**config.mk**
```make
export PLATFORM = sky130hd
export DESIGN_NAME = sda_slot_map
export DESIGN_NICKNAME = d
export VERILOG_FILES = /design/src/sv/assert_macros.svh /design/src/sv/sda_pkg.sv /design/src/sv/sda_ram.sv /design/src/sv/sda_slot_map.sv
export SDC_FILE = /design/constraint.sdc
export NUM_CORES = 2
export LEC_CHECK = 0
export ABC_AREA = 1
export BUFFER_PORTS_ARGS = -buffer_cell sky130_fd_sc_hd__buf_2
export CAP_MARGIN = 40
export CORE_ASPECT_RATIO = 0.75
export CORE_MARGIN = 10
export CORE_UTILIZATION = 45
export DETAILED_ROUTE_END_ITERATION = 10
export PLACE_DENSITY_LB_ADDON = 0.1
export SETUP_SLACK_MARGIN = 0.2
export SLEW_MARGIN = 20
export SYNTH_ARGS = -nofsm -noshare
export SYNTH_HDL_FRONTEND = slang
export SYNTH_SLANG_ARGS = --single-unit
export TNS_END_PERCENT = 30
```
**constraint.sdc**
```tcl
create_clock -name aclk -period 8.6 [get_ports aclk]
set_input_delay 0.43 -clock aclk [delete_from_list [all_inputs] [get_ports aclk]]
set_output_delay 0.43 -clock aclk [all_outputs]
set_load 0.005 [all_outputs]
```
**src/sv/assert_macros.svh**
```systemverilog
// Assertion macros for the segment descriptor allocator RTL
`ifndef ASSERT_MACROS_SVH
`define ASSERT_MACROS_SVH

`ifndef NO_ASSERTIONS

// Check a property on every aclk edge outside reset
`define SDA_ASSERT(lbl, prop) \
    lbl: assert property (@(posedge aclk) disable iff (!aresetn) (prop)) \
        else $error("segment descriptor allocator: assertion failed");

// Check a property on every aclk edge, reset included
`define SDA_ASSERT_ALWAYS(lbl, prop) \
    lbl: assert property (@(posedge aclk) (prop)) \
        else $error("segment descriptor allocator: assertion failed");

`else

`define SDA_ASSERT(lbl, prop)
`define SDA_ASSERT_ALWAYS(lbl, prop)

`endif

`endif

```
**src/sv/sda_pkg.sv**
```systemverilog
// Shared types, codes and descriptor helpers of the segment descriptor allocator
`default_nettype none

package sda_pkg;

    // Field widths
    localparam int SLOT_W       = 11;
    localparam int WORD_BITS    = 64;
    localparam int BIT_W        = 6;
    localparam int WORD_IDX_W   = SLOT_W - BIT_W;

    // Action codes
    localparam logic [1:0] ACT_ALLOC = 2'd0;
    localparam logic [1:0] ACT_FREE  = 2'd1;
    localparam logic [1:0] ACT_READ  = 2'd2;
    localparam logic [1:0] ACT_WRITE = 2'd3;

    // Status codes
    localparam logic [1:0] ST_OK    = 2'd0;
    localparam logic [1:0] ST_FULL  = 2'd1;
    localparam logic [1:0] ST_RANGE = 2'd2;

    // Descriptor constants
    localparam logic [7:0]  ACC_KERNEL_CODE = 8'h9A;
    localparam logic [7:0]  ACC_KERNEL_DATA = 8'h92;
    localparam logic [7:0]  ACC_USER_CODE   = 8'hFA;
    localparam logic [7:0]  ACC_USER_DATA   = 8'hF2;
    localparam logic [7:0]  FLAGS_PAGE32    = 8'hCF;
    localparam logic [31:0] FLAT_LIMIT      = 32'hFFFF_FFFF;
    localparam logic [31:0] FLAT_BASE       = 32'h0000_0000;

    // Flat entries present after reset
    localparam logic [31:0] ENT_KERNEL_CODE = 32'd1;
    localparam logic [31:0] ENT_KERNEL_DATA = 32'd2;
    localparam logic [31:0] ENT_USER_CODE   = 32'd3;
    localparam logic [31:0] ENT_USER_DATA   = 32'd4;

    // First table entry of the allocated pairs
    localparam logic [31:0] PAIR_FIRST_ENTRY = 32'd6;

    // Request from the sequencer to the slot map
    typedef struct packed {
        logic              alloc;
        logic              free;
        logic [SLOT_W-1:0] free_slot;
    } slot_req_t;

    // Completion from the slot map
    typedef struct packed {
        logic              done;
        logic              full;
        logic [SLOT_W-1:0] slot;
    } slot_rsp_t;

    // Pack one 64-bit x86 segment descriptor
    function automatic logic [63:0] pack_descriptor(
        input logic [31:0] base,
        input logic [31:0] limit,
        input logic [7:0]  access,
        input logic [7:0]  flags
    );
        return {base[31:24], flags[7:4], limit[19:16], access, base[23:0], limit[15:0]};
    endfunction

    // Extract the 32-bit base of a descriptor
    function automatic logic [31:0] descriptor_base(input logic [63:0] desc);
        return {desc[63:56], desc[39:16]};
    endfunction

    // Contents of a table entry after reset
    function automatic logic [63:0] init_entry(input logic [31:0] entry);
        logic [63:0] d;
        case (entry)
            ENT_KERNEL_CODE: d = pack_descriptor(FLAT_BASE, FLAT_LIMIT, ACC_KERNEL_CODE,
                                                 FLAGS_PAGE32);
            ENT_KERNEL_DATA: d = pack_descriptor(FLAT_BASE, FLAT_LIMIT, ACC_KERNEL_DATA,
                                                 FLAGS_PAGE32);
            ENT_USER_CODE:   d = pack_descriptor(FLAT_BASE, FLAT_LIMIT, ACC_USER_CODE,
                                                 FLAGS_PAGE32);
            ENT_USER_DATA:   d = pack_descriptor(FLAT_BASE, FLAT_LIMIT, ACC_USER_DATA,
                                                 FLAGS_PAGE32);
            default:         d = '0;
        endcase
        return d;
    endfunction

endpackage

`default_nettype wire

```
**src/sv/sda_ram.sv**
```systemverilog
// Generic single-write, single-read synchronous RAM with registered read data
`default_nettype none

module sda_ram #(
    parameter int WIDTH = 64,
    parameter int DEPTH = 4096,
    localparam int AW = (DEPTH > 1) ? $clog2(DEPTH) : 1
) (
    input  wire logic             aclk,
    input  wire logic             we,
    input  wire logic [AW-1:0]    waddr,
    input  wire logic [WIDTH-1:0] wdata,
    input  wire logic [AW-1:0]    raddr,
    output logic      [WIDTH-1:0] rdata
);

    logic [WIDTH-1:0] mem_reg [DEPTH];
    logic [WIDTH-1:0] rdata_reg;

    // Write and read in the same cycle; read data lands on the next edge
    always_ff @(posedge aclk) begin
        if (we) begin
            mem_reg[waddr] <= wdata;
        end
        rdata_reg <= mem_reg[raddr];
    end

    assign rdata = rdata_reg;

endmodule

`default_nettype wire

```
**src/sv/sda_slot_map.sv**
```systemverilog
// Free map of descriptor pairs: word RAM with a summary of words holding free slots
`default_nettype none

module sda_slot_map #(
    parameter int GRANT_SLOTS = 2045
) (
    input  wire logic              aclk,
    input  wire logic              aresetn,
    input  wire sda_pkg::slot_req_t req,
    output sda_pkg::slot_rsp_t     rsp
);

    localparam int WB         = sda_pkg::WORD_BITS;
    localparam int SLOT_WORDS = (GRANT_SLOTS + WB - 1) / WB;
    localparam int WAW        = (SLOT_WORDS > 1) ? $clog2(SLOT_WORDS) : 1;

    typedef enum logic {
        MS_IDLE,
        MS_CHECK
    } map_state_t;

    map_state_t                     state_reg;
    logic                           op_alloc_reg;
    logic [WAW-1:0]                 word_reg;
    logic [sda_pkg::BIT_W-1:0]      bit_reg;
    logic [SLOT_WORDS-1:0]          avail_reg;
    logic [SLOT_WORDS-1:0]          valid_reg;
    sda_pkg::slot_rsp_t             rsp_reg;

    logic [WAW-1:0]                 first_avail;
    logic                           any_avail;
    logic [sda_pkg::WORD_IDX_W-1:0] req_word;
    logic [WAW-1:0]                 rd_addr;
    logic [WB-1:0]                  rd_data;
    logic [WB-1:0]                  elig;
    logic [WB-1:0]                  cur_word;
    logic [WB-1:0]                  free_bits;
    logic [sda_pkg::BIT_W-1:0]      low_free;
    logic [WB-1:0]                  new_word;
    logic                           new_avail;
    logic                           wr_en;

    // Lowest word that still holds a free slot
    always_comb begin
        first_avail = '0;
        for (int w = SLOT_WORDS - 1; w >= 0; w--) begin
            if (avail_reg[w]) begin
                first_avail = WAW'(w);
            end
        end
    end

    assign any_avail = |avail_reg;
    assign req_word  = req.free_slot[sda_pkg::SLOT_W-1:sda_pkg::BIT_W];
    assign rd_addr   = req.alloc ? first_avail : req_word[WAW-1:0];

    // Slots of the current word that may be granted
    always_comb begin
        for (int b = 0; b < WB; b++) begin
            elig[b] = ((int'(word_reg) * WB + b) < GRANT_SLOTS);
        end
    end

    // A word never written reads as all free
    assign cur_word  = valid_reg[word_reg] ? rd_data : '0;
    assign free_bits = ~cur_word & elig;

    // Lowest free slot within the word
    always_comb begin
        low_free = '0;
        for (int b = WB - 1; b >= 0; b--) begin
            if (free_bits[b]) begin
                low_free = sda_pkg::BIT_W'(b);
            end
        end
    end

    assign new_word  = op_alloc_reg ? (cur_word | (WB'(1) << low_free))
                                    : (cur_word & ~(WB'(1) << bit_reg));
    assign new_avail = |(~new_word & elig);
    assign wr_en     = (state_reg == MS_CHECK);

    sda_ram #(
        .WIDTH (WB),
        .DEPTH (SLOT_WORDS)
    ) u_word_ram (
        .aclk  (aclk),
        .we    (wr_en),
        .waddr (word_reg),
        .wdata (new_word),
        .raddr (rd_addr),
        .rdata (rd_data)
    );

    // Sequence read, modify and write back of one map word
    always_ff @(posedge aclk) begin
        if (!aresetn) begin
            state_reg    <= MS_IDLE;
            avail_reg    <= '1;
            valid_reg    <= '0;
            rsp_reg      <= '0;
            op_alloc_reg <= 1'b0;
            word_reg     <= '0;
            bit_reg      <= '0;
        end else begin
            case (state_reg)
                MS_IDLE: begin
                    rsp_reg.done <= req.alloc && !any_avail;
                    if (req.alloc) begin
                        if (!any_avail) begin
                            rsp_reg.full <= 1'b1;
                            rsp_reg.slot <= '0;
                        end else begin
                            op_alloc_reg <= 1'b1;
                            word_reg     <= first_avail;
                            state_reg    <= MS_CHECK;
                        end
                    end else if (req.free) begin
                        op_alloc_reg <= 1'b0;
                        word_reg     <= req_word[WAW-1:0];
                        bit_reg      <= req.free_slot[sda_pkg::BIT_W-1:0];
                        state_reg    <= MS_CHECK;
                    end
                end
                MS_CHECK: begin
                    avail_reg[word_reg] <= new_avail;
                    valid_reg[word_reg] <= 1'b1;
                    rsp_reg.done        <= 1'b1;
                    rsp_reg.full        <= 1'b0;
                    rsp_reg.slot        <= op_alloc_reg
                                           ? {sda_pkg::WORD_IDX_W'(word_reg), low_free}
                                           : '0;
                    state_reg           <= MS_IDLE;
                end
                default: begin
                    rsp_reg.done <= 1'b0;
                    state_reg    <= MS_IDLE;
                end
            endcase
        end
    end

    assign rsp = rsp_reg;

endmodule

`default_nettype wire

```
==> key figures <==
Logic synthesis
  – Post-synthesis sequential area ratio: 73.6%
  – Cell variety after synth: 39
  – Most instantiated library cell after synthesis: edfxtp_1
  – Number of synthesized register bits: around 2200
  – Warnings from Yosys: 0
  – Dominant cell type by area after synthesis: edfxtp_1
  – Post-synth EDFFs: ~2000
  – Synth async-reset ratio: 0%
  – Most frequent cells after synthesis: edfxtp_1 (2048), nor2_1 (1970), o21ai_0 (807)
  – Synthesized cell area: 87700 µm²
  – Post-synth top area share: 70.1%
  – Synth Flop Type: edfxtp_1
  – Synthesized netlist cell count: 7125
  – Avg Inst Size Synth: 12.3 µm²
  – Post-Syn Nets: 7140
  – Main area contributors after synthesis: edfxtp_1 (70%), nor2_1 (8.4%), o32ai_1 (5.0%)

Job
  – Max-Cap Viols: 0

Routing
  – WL final: 277000 µm
  – Drt pass-1 iters: 6
  – Final routed DRC violation total: 0
  – WL per Instance: 28.2 µm
  – Drt initial violations: 6974
  – Via Count: 58958
  – Antenna Nets Post-Route: 0
  – Vias/cell: 5.99

Die
  – Die W: between 500 and 600 µm
  – Row cnt: 140
  – Num ports: 28
  – Die H: 402 µm
  – Core Region: 194000 µm²
  – Initial Util: ~45%
  – DIE AREA: 213000 µm²

Final layout
  – Max FFs per register: 2048
  – Filler instances: 16858
  – Layout area overhead: 12.8%
  – Nets: roughly 7000
  – Fraction of layout cells with a size suffix above 1: 8.73%

Clock network
  – CTS tree: yes
  – Total CTS buffers: between 200 and 250
  – Root Driver: clkbuf_16
  – Insertion delay to the later sink of the worst-skew pair: ~850 ps
  – H-tree depth: 4
  – # clock sinks: 2202
  – CTS max path bufs: 3
  – Clk slew on worst S/H paths: 70 ps

Timing
  – Final slew viol count: 0
  – Maximum clock rate: 131 MHz
  – Worst-Margin Slew: 1000 ps
  – Slew headroom: 33.3%
  – Final Critical Period: ~7600 ps
  – Fin worst setup slack: between 900 and 1000 ps
  – Hold Fails Final Rpt: 0
  – Unrepaired setup endpoints after global routing: no
  – Final cycle utilization of the critical path: 88.5%
  – Clock skew: 44.0 ps
  – Final setup violation count: 0
  – Setup TNS: 0 ps

Setup path
  – Crit-path slowest cell: inv_1
  – CP most frequent cell: nand2_1
  – R2R depth: 53
  – Critical Path Source: word_reg[0]$_SDFFE_PN0P_
  – Family with the most delay on the worst path: simple AND/OR/NAND/NOR gates
  – CP Buf/Inv Count: 7
  – CP max FO: 37
  – Worst R2R Setup Slack: 990 ps
  – Reg-to-reg critical path startpoint: word_reg[0]$_SDFFE_PN0P_
  – Crit path DAT: 8350 ps
  – CP Capture Type: register
  – CP Depth: 53
  – Critical Path RT: 9330 ps
  – Setup CP Type: register to register
  – Worst setup path endpoint: avail_reg[15]$_SDFFE_PN1P_
  – Worst setup SP type: register
  – Critical Path Max Stage Delay: 600 ps
  – R2R Path End: avail_reg[15]$_SDFFE_PN1P_

Place
  – Dpl ws: 688 ps
  – GPL Wtd Cong: 0.948
  – DP Wirelength: 147000 µm
  – Port Buf Inserts: 27

Global routing
  – Vias in the first global route: around 54000
  – GRT Total Usage: between 20% and 30%
  – First-pass GRT wire length: 397000 µm
  – Largest net degree at the start of global routing: 196
  – Met3 Track Usage GR: 3.76%
  – GRT met2 Usage: 38.7%
  – Initial antenna violation count: 8
  – Met1 Use GR: 37.8%
  – GRT Max-Usage Layer: met2
  – Overflow after GRT: 0

Worst hold path
  – HP Class: input port to register

Power and ir drop
  – Clk pwr share: between 40% and 50%
  – Seq pwr share: between 50 and 60%
  – Comb pwr share: between 6 and 7%
  – Leak pwr: ~0.033 µW
  – Sw power: about 5300 µW
  – Power per Cell Area: 230 nW/µm²
  – Worst IR Drop VDD: 0.192 mV
  – Switching Fraction: 23.5%
  – Pint: 17400 µW

Run status
  – Status: complete, no violations
[kinds of logic (layout without fill, tap and decap cells)]
group	after synthesis	in the layout	synth area share (%)
AND/OR/NAND/NOR	2703	2704	11.9
flip-flops	2202	2202	73.6
AO/OA/AOI/OAI	1598	1598	11.7
buffers and inverters	622	782	2.72
other	0	3	0
[worst reg2reg max path, delay by kind of cell, from the launching register on]
kind | cells | cell delay (ps)
buffers and inverters | 7 | 1950
AOI/OAI and AO/OA | 7 | 1090
and+or+nand+nor | 39 | 4150
DFF | 1 | 320
[timing repair]
action / CTS / global route
endpoints found under the hold margin: 4 / 0
setup buffers: 0 / 1
setup endpoints to repair: 0 / 32
resized for setup: 0 / 18
hold buffers: 4 / 0
[layout by cell type (no fill, tap or decap), drive strengths merged]
cell type    Yosys  layout
a211oi           2       2
a21oi           62      62
a22oi            2       2
a311oi           3       3
a31o             1       1
a31oi            6       6
and3            14      14
buf             33     246
bufinv           0      13
clkbuf         456     304
clkinv           5      79
clkinvlp         0       2
dfxtp          154     154
diode            0       3
dlygate4sd3      0       4
edfxtp        2048    2048
inv            128     134
nand2          576     577
nand3           76      76
nand3b           1       1
nand4           27      27
nor2          1980    1980
nor3            25      25
nor4             4       4
o211ai          52      52
o21a             1       1
o21ai          822     822
o21bai           8       8
o22ai          125     125
o311ai           8       8
o31ai            1       1
o32ai          504     504
o41ai            1       1
[cell type report]
class                      count  area [µm²]  area share, %
antenna                        3        7.51        0.00759
multi-input combinational   4302       21100           21.3
clock buffer                 304        5950           6.02
timing repair buffer         250        2710           2.73
inverter                     133         522          0.527
tap                         2556        3200           3.23
sequential                  2202       64600           65.3
clock inverter                95         873          0.882
[worst min-delay path by stage]
stage,cells after the start,start,to,slack [ps]
2_1_floorplan,2,valid_reg[12]$_SDFFE_PN0P_,valid_reg[12]$_SDFFE_PN0P_,430
3_3_place_gp,2,valid_reg[4]$_SDFFE_PN0P_,valid_reg[4]$_SDFFE_PN0P_,440
3_5_place_dp,2,valid_reg[12]$_SDFFE_PN0P_,valid_reg[12]$_SDFFE_PN0P_,450
4_1_cts,3,req[12],op_alloc_reg$_SDFFE_PN0P_,50
5_1_grt,3,req[12],op_alloc_reg$_SDFFE_PN0P_,90
6_report,3,req[12],op_alloc_reg$_SDFFE_PN0P_,110
[layer usage]
metal	vias to the layer above	part of all wire, %
li1	26108	-
met1	30101	45
met2	2363	45
met3	384	7.3
met4	2	2.4
met5	-	0.0047
[through the flow]
| step | hold WS, ps | area [µm²] | power [µW] | instances | util, % |
|---|---|---|---|---|---|
| 2_1_floorplan | 431 | 87700 | 13100 | 7125 | - |
| 3_3_place_gp | 441 | 91200 | 13700 | 9401 | 47.0 |
| 3_5_place_dp | 447 | 92000 | 13700 | 9435 | 47.4 |
| 4_1_cts | 47.3 | 98800 | 22900 | 9838 | 51.0 |
| 5_1_grt | 91.3 | 99000 | 23500 | 9842 | 51.0 |
| 6_report | 108 | 99000 | 22700 | 9845 | 51.0 |
[power groups by stage]
stage          combinational [µW]  clock (µW)  sequential [µW]
3_5_place_dp                 1560           0            12100
4_1_cts                      1570        9380            11900
5_1_grt                      1730        9840            11900
6_report                     1580        9250            11900
2_1_floorplan                 989           0            12100
3_3_place_gp                 1540           0            12100
Note: power is estimated with default switching activity, not from simulation.
